==> src/rtl/mma_pkg.sv <==
package mma_pkg;

	// Window and channel count
	localparam int WINDOW_LENGTH = 10;
	localparam int NUM_CHANNELS  = 6;

	// Field widths
	localparam int CHAN_W   = 3;
	localparam int SAMPLE_W = 16;
	localparam int OUT_W    = 20;

	// Stream bus widths, rounded up to whole bytes
	localparam int S_TDATA_W = ((SAMPLE_W + 7) / 8) * 8;
	localparam int M_TDATA_W = ((2 * OUT_W + 7) / 8) * 8;

	// Exact running sum width
	localparam int SUM_W = SAMPLE_W + $clog2(WINDOW_LENGTH);

	// Sample store geometry
	localparam int MEM_DEPTH = NUM_CHANNELS * WINDOW_LENGTH;
	localparam int ADDR_W    = $clog2(MEM_DEPTH);
	localparam int CH_W      = (NUM_CHANNELS > 1) ? $clog2(NUM_CHANNELS) : 1;
	localparam int POS_W     = $clog2(WINDOW_LENGTH);

	// Running sum handed to the averaging pipeline
	typedef struct packed {
		logic [CHAN_W-1:0]       channel;
		logic signed [SUM_W-1:0] sum;
	} sum_word_t;

	// Finished result
	typedef struct packed {
		logic signed [OUT_W-1:0] average_q4;
		logic signed [OUT_W-1:0] window_sum;
		logic [CHAN_W-1:0]       channel;
	} res_word_t;

endpackage

==> src/rtl/mma_avg.sv <==
module mma_avg (
	input  logic               clk,
	input  logic               arst_n,
	input  logic               in_valid,
	output logic               in_ready,
	input  mma_pkg::sum_word_t in_word,
	output logic               out_valid,
	input  logic               out_ready,
	output mma_pkg::res_word_t out_word
);
	import mma_pkg::*;

	// |sum| * 16, divided by the window through a reciprocal multiply
	localparam int A_W       = SUM_W + 4;
	localparam int M_W       = A_W + 1;
	localparam int PROD_W    = A_W + M_W;
	localparam int DIV_SHIFT = A_W + $clog2(WINDOW_LENGTH);
	localparam longint unsigned DIV_MULT =
		((longint'(1) << DIV_SHIFT) + WINDOW_LENGTH - 1) / WINDOW_LENGTH;
	localparam logic [M_W-1:0] MULT = M_W'(DIV_MULT);
	localparam int WIDE_W    = A_W + 1;
	localparam int OUT_MAX   = (1 << (OUT_W - 1)) - 1;
	localparam int OUT_MIN   = -(1 << (OUT_W - 1));

	function automatic logic signed [OUT_W-1:0] sat_out(input logic signed [WIDE_W-1:0] v);
		logic signed [OUT_W-1:0] r;
		if (v > WIDE_W'(OUT_MAX)) begin
			r = OUT_W'(OUT_MAX);
		end else if (v < WIDE_W'(OUT_MIN)) begin
			r = OUT_W'(OUT_MIN);
		end else begin
			r = OUT_W'(v);
		end
		return r;
	endfunction

	logic                    v_s2, v_s3, v_s4, vld_q;
	logic                    rdy_s3, rdy_s4, rdy_out;
	logic [CHAN_W-1:0]       ch_s2, ch_s3, ch_s4;
	logic signed [SUM_W-1:0] sum_s2, sum_s3, sum_s4;
	logic [SUM_W-1:0]        mag_s3;
	logic                    neg_s3, neg_s4;
	logic [PROD_W-1:0]       prod_s4;
	logic [A_W-1:0]          quot;
	logic signed [WIDE_W-1:0] avg_wide;
	res_word_t               res_q;

	// Stage readiness: a stage takes a word when empty or draining
	assign rdy_out  = !vld_q || out_ready;
	assign rdy_s4   = !v_s4 || rdy_out;
	assign rdy_s3   = !v_s3 || rdy_s4;
	assign in_ready = !v_s2 || rdy_s3;

	// Valid bits
	always_ff @(posedge clk or negedge arst_n) begin
		if (!arst_n) begin
			v_s2  <= 1'b0;
			v_s3  <= 1'b0;
			v_s4  <= 1'b0;
			vld_q <= 1'b0;
		end else begin
			if (in_ready) v_s2 <= in_valid;
			if (rdy_s3) v_s3 <= v_s2;
			if (rdy_s4) v_s4 <= v_s3;
			if (rdy_out) vld_q <= v_s4;
		end
	end

	// Capture the sum
	always_ff @(posedge clk) begin
		if (in_ready && in_valid) begin
			ch_s2  <= in_word.channel;
			sum_s2 <= in_word.sum;
		end
	end

	// Take the magnitude
	always_ff @(posedge clk) begin
		if (rdy_s3 && v_s2) begin
			ch_s3  <= ch_s2;
			sum_s3 <= sum_s2;
			neg_s3 <= sum_s2[SUM_W-1];
			mag_s3 <= sum_s2[SUM_W-1] ? SUM_W'(-sum_s2) : SUM_W'(sum_s2);
		end
	end

	// Multiply by the reciprocal of the window
	always_ff @(posedge clk) begin
		if (rdy_s4 && v_s3) begin
			ch_s4   <= ch_s3;
			sum_s4  <= sum_s3;
			neg_s4  <= neg_s3;
			prod_s4 <= PROD_W'({mag_s3, 4'b0000}) * PROD_W'(MULT);
		end
	end

	// Drop the fraction, restore the sign, saturate
	assign quot     = A_W'(prod_s4[PROD_W-1:DIV_SHIFT]);
	assign avg_wide = neg_s4 ? -$signed({1'b0, quot}) : $signed({1'b0, quot});

	always_ff @(posedge clk) begin
		if (rdy_out && v_s4) begin
			res_q.channel    <= ch_s4;
			res_q.window_sum <= sat_out(WIDE_W'(sum_s4));
			res_q.average_q4 <= sat_out(avg_wide);
		end
	end

	assign out_valid = vld_q;
	assign out_word  = res_q;

endmodule

==> src/rtl/multichannel_moving_average.sv <==
// Six-channel moving average over the last ten samples of each channel. A word on the
// slave side carries the sample in s_tdata and its channel in s_tuser; one result word
// per input word appears on the master side, in input order, with the echoed channel,
// the exact window sum and the average in signed Q.4 (truncated toward zero), both
// saturated to 20 bits. The block takes one word per cycle while s_tready is high (the
// pipeline stalls while m_tready is low), any mix of channels. A word first reads the
// sample store, which holds every channel's ring in one synchronous memory read and
// rewritten at the same slot as the word enters; the running sum is then updated from
// the stage-one registers, and the registered reciprocal multiply stages form the
// average. Channels six and seven change no state and return zero sum and average.
// Reset leaves every stored sample at zero through per-entry valid bits, so no
// clearing pass is needed.
module multichannel_moving_average (
	input  logic                           clk,
	input  logic                           arst_n,
	input  logic                           s_tvalid,
	output logic                           s_tready,
	input  logic [mma_pkg::S_TDATA_W-1:0]  s_tdata,   // [15:0] sample
	input  logic [mma_pkg::CHAN_W-1:0]     s_tuser,   // [2:0] channel
	output logic                           m_tvalid,
	input  logic                           m_tready,
	output logic [mma_pkg::M_TDATA_W-1:0]  m_tdata,   // [19:0] window_sum, [39:20] average_q4
	output logic [mma_pkg::CHAN_W-1:0]     m_tuser    // [2:0] channel_out
);
	import mma_pkg::*;

	logic [SAMPLE_W-1:0]     mem [MEM_DEPTH];
	logic [MEM_DEPTH-1:0]    mem_vld_q;
	logic [POS_W-1:0]        pos_q [NUM_CHANNELS];
	logic signed [SUM_W-1:0] sums_q [NUM_CHANNELS];

	logic                    s_acc, in_rng;
	logic [CH_W-1:0]         ch_idx;
	logic [POS_W-1:0]        pos;
	logic [ADDR_W-1:0]       addr;

	logic                    v_s1, rng_s1, old_vld_s1;
	logic [CHAN_W-1:0]       ch_s1;
	logic [CH_W-1:0]         ch_idx_s1;
	logic signed [SAMPLE_W-1:0] sample_s1, old_s1;
	logic signed [SUM_W-1:0] old_ext, sum_next;

	logic                    avg_rdy, res_vld;
	sum_word_t               avg_in;
	res_word_t               res;

	// Address the ring slot of the incoming word
	assign s_acc  = s_tvalid && s_tready;
	assign in_rng = int'(s_tuser) < NUM_CHANNELS;
	assign ch_idx = CH_W'(s_tuser);
	assign pos    = pos_q[ch_idx];
	assign addr   = ADDR_W'(ch_idx) * ADDR_W'(WINDOW_LENGTH) + ADDR_W'(pos);

	assign s_tready = !v_s1 || avg_rdy;

	// Read the oldest sample and write the new one in its place
	always_ff @(posedge clk) begin
		if (s_acc) begin
			old_s1 <= mem[addr];
			if (in_rng) mem[addr] <= s_tdata[SAMPLE_W-1:0];
		end
	end

	// Hold the stage-one word
	always_ff @(posedge clk) begin
		if (s_acc) begin
			ch_s1      <= s_tuser;
			ch_idx_s1  <= ch_idx;
			sample_s1  <= s_tdata[SAMPLE_W-1:0];
			rng_s1     <= in_rng;
			old_vld_s1 <= mem_vld_q[addr];
		end
	end

	// Control state: valid bits, ring positions, running sums
	always_ff @(posedge clk or negedge arst_n) begin
		if (!arst_n) begin
			v_s1      <= 1'b0;
			mem_vld_q <= '0;
			for (int i = 0; i < NUM_CHANNELS; i++) begin
				pos_q[i]  <= '0;
				sums_q[i] <= '0;
			end
		end else begin
			if (s_tready) v_s1 <= s_tvalid;
			if (s_acc && in_rng) begin
				mem_vld_q[addr] <= 1'b1;
				pos_q[ch_idx]   <= (int'(pos) == WINDOW_LENGTH - 1) ? '0 : pos + 1'b1;
			end
			if (v_s1 && avg_rdy && rng_s1) sums_q[ch_idx_s1] <= sum_next;
		end
	end

	// Update the running sum: drop the oldest sample, add the new one
	assign old_ext  = old_vld_s1 ? SUM_W'(old_s1) : '0;
	assign sum_next = sums_q[ch_idx_s1] - old_ext + SUM_W'(sample_s1);

	assign avg_in.channel = ch_s1;
	assign avg_in.sum     = rng_s1 ? sum_next : '0;

	mma_avg u_avg (
		.clk       (clk),
		.arst_n    (arst_n),
		.in_valid  (v_s1),
		.in_ready  (avg_rdy),
		.in_word   (avg_in),
		.out_valid (res_vld),
		.out_ready (m_tready),
		.out_word  (res)
	);

	assign m_tvalid = res_vld;
	assign m_tuser  = res.channel;
	assign m_tdata  = M_TDATA_W'({res.average_q4, res.window_sum});

	// Ring position stays inside the window
	a_pos_range: assert property (@(posedge clk) disable iff (!arst_n)
		s_acc && in_rng |-> int'(pos) < WINDOW_LENGTH)
		else $error("ring position out of window");

	// An accepted word always lands in stage one
	a_s1_fill: assert property (@(posedge clk) disable iff (!arst_n)
		s_acc |=> v_s1)
		else $error("accepted word lost before stage one");

	// Unused channels give zero results
	a_oor_zero: assert property (@(posedge clk) disable iff (!arst_n)
		m_tvalid && int'(m_tuser) >= NUM_CHANNELS |-> m_tdata == '0)
		else $error("nonzero result for unused channel");

	// Average carries the sign of the sum
	a_sign: assert property (@(posedge clk) disable iff (!arst_n)
		m_tvalid |-> m_tdata[OUT_W-1] == m_tdata[2*OUT_W-1])
		else $error("average sign differs from window sum");

endmodule
==> config.mk <==
export PLATFORM = sky130hd
export DESIGN_NAME = multichannel_moving_average
export DESIGN_NICKNAME = d
export VERILOG_FILES = /design/src/rtl/mma_pkg.sv /design/src/rtl/mma_avg.sv /design/src/rtl/multichannel_moving_average.sv
export SDC_FILE = /design/constraint.sdc
export NUM_CORES = 2
export LEC_CHECK = 0
export BUFFER_PORTS_ARGS = -buffer_cell sky130_fd_sc_hd__clkbuf_2
export CORE_UTILIZATION = 55
export DETAILED_ROUTE_END_ITERATION = 12
export PLACE_DENSITY = 0.71
export SLEW_MARGIN = 20
export SYNTH_ARGS = -nofsm -noshare
export SYNTH_HDL_FRONTEND = slang
export SYNTH_SLANG_ARGS = --single-unit
==> constraint.sdc <==
create_clock -name clk -period 18.7 [get_ports clk]
set_clock_uncertainty 0.05 [all_clocks]
set_input_delay 3.74 -clock clk [delete_from_list [all_inputs] [get_ports clk]]
set_output_delay 3.74 -clock clk [all_outputs]
set_load 0.05 [all_outputs]
==> flow_metrics.env <==
export IMPL_grtUsageTotal_pct=26.5
export IMPL_antenna_found_initial=5
export IMPL_clk_latency_ns=0.76
export IMPL_numPortBuffers=67
export IMPL_fin_crit_ns=8.60
export IMPL_grt_pass1_vias=34200
export IMPL_crit_slowest_cell="nor2b_1"
export IMPL_start_util_pct=55.6
export IMPL_place_area_sq_um=61100
export IMPL_overflow=0
export IMPL_cts_buffers=137
export IMPL_clock_sinks=1358
export IMPL_area_delta_synth_final_pct=11.8
export IMPL_dieArea_sq_um=108000
export IMPL_hold_path_depth=0
export IMPL_status="complete, but fails checks"
export IMPL_h_tree_depth=4
export IMPL_gp_congestion=0.859
export IMPL_clk_pin_slew_ns=0.06
export IMPL_netlist_area_sq_um=58800
export IMPL_post_cts_buffers=0
export IMPL_path_class="in2out"
export IMPL_layout_commonest_cell="edfxtp_1"
export IMPL_syn_area_per_cell_sq_um=14.5
export IMPL_grt_first_pass_wirelength_um=213000
export IMPL_relSlewSlack_pct=17.4
export IMPL_finalSetupTns_ns=0
export IMPL_wl_per_cell_um=25.1
export IMPL_synth_warnings=0
export IMPL_preCtsSetupSlack_ns=9.61
export IMPL_fin_area_sq_um=65800
export IMPL_drc=18
export IMPL_tritoncts="built"
export IMPL_cts_resized=0
export IMPL_min_path_type="reg2reg"
export IMPL_drt_iter0_drc=3601
export IMPL_synth_nets=4406
export IMPL_critPathMaxStageDelay_ns=0.34
export IMPL_clock_fmax_mhz=116
export IMPL_fin_ws_ns=10.10
export IMPL_final_util_pct=62.2
export IMPL_ys_seq_elements=1358
export IMPL_arrival_ns=4.81
export IMPL_core_sq_um=106000
export IMPL_cp_num_buf_inv=3
export IMPL_drive_above_1_share_pct=11.3
export IMPL_num_io_pins=68
export IMPL_layout_common_cells="edfxtp_1, a22oi_1, nand2_1, inv_1, o21ai_0"
export IMPL_root_buffer="clkbuf_16"
export IMPL_synth_edf_count=1149
export IMPL_cp_common_cell="clkbuf_2"
export IMPL_setup_viol=0
export IMPL_netlist_instances=4044
export IMPL_vias_per_cell=6.14
export IMPL_first_pass_iters=11
export IMPL_synth_cell_type_count=79
export IMPL_synthArstFlopShare_pct=15.4
export IMPL_cp_top_family="simple AND/OR/NAND/NOR gates"
export IMPL_worstPathRequired_ns=14.91
export IMPL_slew_viol_final=0
export IMPL_crit_chain="clkbuf_2 > nor2b_1 > nand4_1 > inv_1 > nand2_1 > clkbuf_2"
export IMPL_clockBufferDepth=3
export IMPL_crit_cells=6
export IMPL_nets=4531
export IMPL_dp_hpwl_um=87100
export IMPL_tightest_slew_ns=1.24
export IMPL_synthFlopType="edfxtp_1"
export IMPL_critPathLaunchType="primary input"
export IMPL_cp_end_kind="output port"
export IMPL_n_fill_cell=7671
export IMPL_final_period_utilization_pct=46.0
export IMPL_violations="design-rule violations"
export IMPL_die_width_um=329
export IMPL_postRouteAntennaNets=0
export IMPL_totalWireLength_um=142000
export IMPL_path_max_fanout=5
export IMPL_final_hold_viol_count=0
export IMPL_r2r_cells=22
export IMPL_cts_hold_buf=0
export IMPL_dieHeight_um=329
export IMPL_grt_setup_unrepaired="no"
export IMPL_rows=119
export IMPL_maxCapViolCount=0
export IMPL_grt_start_max_net_pins=81
export IMPL_vias=34800
export IMPL_synth_seq_area_share_pct=67.5
synthesized netlist by cell type, drive strengths merged (40+ instances only):
| library cell | n | area share (%) |
|---|---|---|
| o21ai | 260 | 2.3 |
| a22o | 67 | 1.0 |
| edfxtp | 1149 | 59 |
| fa | 130 | 4.4 |
| inv | 260 | 1.7 |
| ha | 209 | 4.4 |
| nor2 | 118 | 0.75 |
| nand2 | 369 | 2.4 |
| xnor2 | 50 | 0.74 |
| a22oi | 406 | 5.2 |
| a21oi | 71 | 0.61 |
| o21bai | 64 | 0.82 |
| dfrtp | 209 | 8.9 |
| xor2 | 40 | 0.60 |
| clkbuf | 174 | 1.1 |
final timing paths:
check                                  from                 end  slack (ns)
setup / recovery                   m_tready            s_tready       10.10
hold / removal             u_avg.sum_s4[15]  u_avg.out_word[18]        0.37
setup reg to reg            u_avg.mag_s3[7]   u_avg.prod_s4[48]       11.44
hold reg to reg            u_avg.sum_s4[15]  u_avg.out_word[18]        0.37
max in group asynchronous            arst_n        mem_vld_q[8]       14.22
min in group asynchronous            arst_n                v_s1        2.99
registers in the layout (all words and copies together) (netlist names), 16 cells and up:
signal and flops:
u_avg.sum_s4 19, sums_q 120, u_avg.out_word 43, u_avg.sum_s3 18, u_avg.prod_s4 21, pos_q 24
mem_vld_q 60, mem 960, sample_s1 16, old_s1 16, u_avg.sum_s2 20, u_avg.mag_s3 20
worst reg2reg max path, delay by kind of cell (launching register included):
| kind | cells | cell delay [ns] |
|---|---|---|
| fa+ha+maj | 8 | 3.57 |
| buf+inv | 7 | 0.56 |
| simple gates | 2 | 0.24 |
| flops | 1 | 0.53 |
| compound gates | 5 | 2.03 |
per-layer routing:
layer	global-route usage (%)	routed length (um)
met1	36.5	56400
met2	41.1	66000
met3	6.06	14500
met4	10.8	5550
met5	0	28
logic make-up (layout without fill, tap and decap cells):
group,Yosys count,in the layout,share of synthesized area [%]
other,0,2,0
buffers and inverters,470,702,3.09
adders and majority gates,339,339,8.87
DFF,1358,1358,67.5
xor gates and xnor gates,90,90,1.34
AOI/OAI and AO/OA,1026,1026,12.1
muxes,65,65,1.70
and+or+nand+nor,696,696,5.34
through the flow:
step,hold WS (ns),cells
2_1_floorplan,0.350,4044
6_report,0.366,5669
3_5_place_dp,0.355,5420
4_1_cts,0.368,5666
3_3_place_gp,0.352,5420
5_1_grt,0.373,5667
final cells by class:
| cell class | instances | area (sq um) | area share (%) |
|---|---|---|---|
| inverter | 262 | 988 | 1.50 |
| clock inverter | 66 | 833 | 1.27 |
| timing repair buffer | 194 | 1310 | 1.99 |
| sequential | 1358 | 39700 | 60.4 |
| multi-input combinational | 2216 | 17400 | 26.4 |
| antenna | 2 | 5.00 | 0.00761 |
| clock buffer | 180 | 3770 | 5.73 |
| tap | 1391 | 1740 | 2.65 |
Power is not shown: default switching activity piles up to over one toggle a cycle in this logic, so the estimate is an artifact.
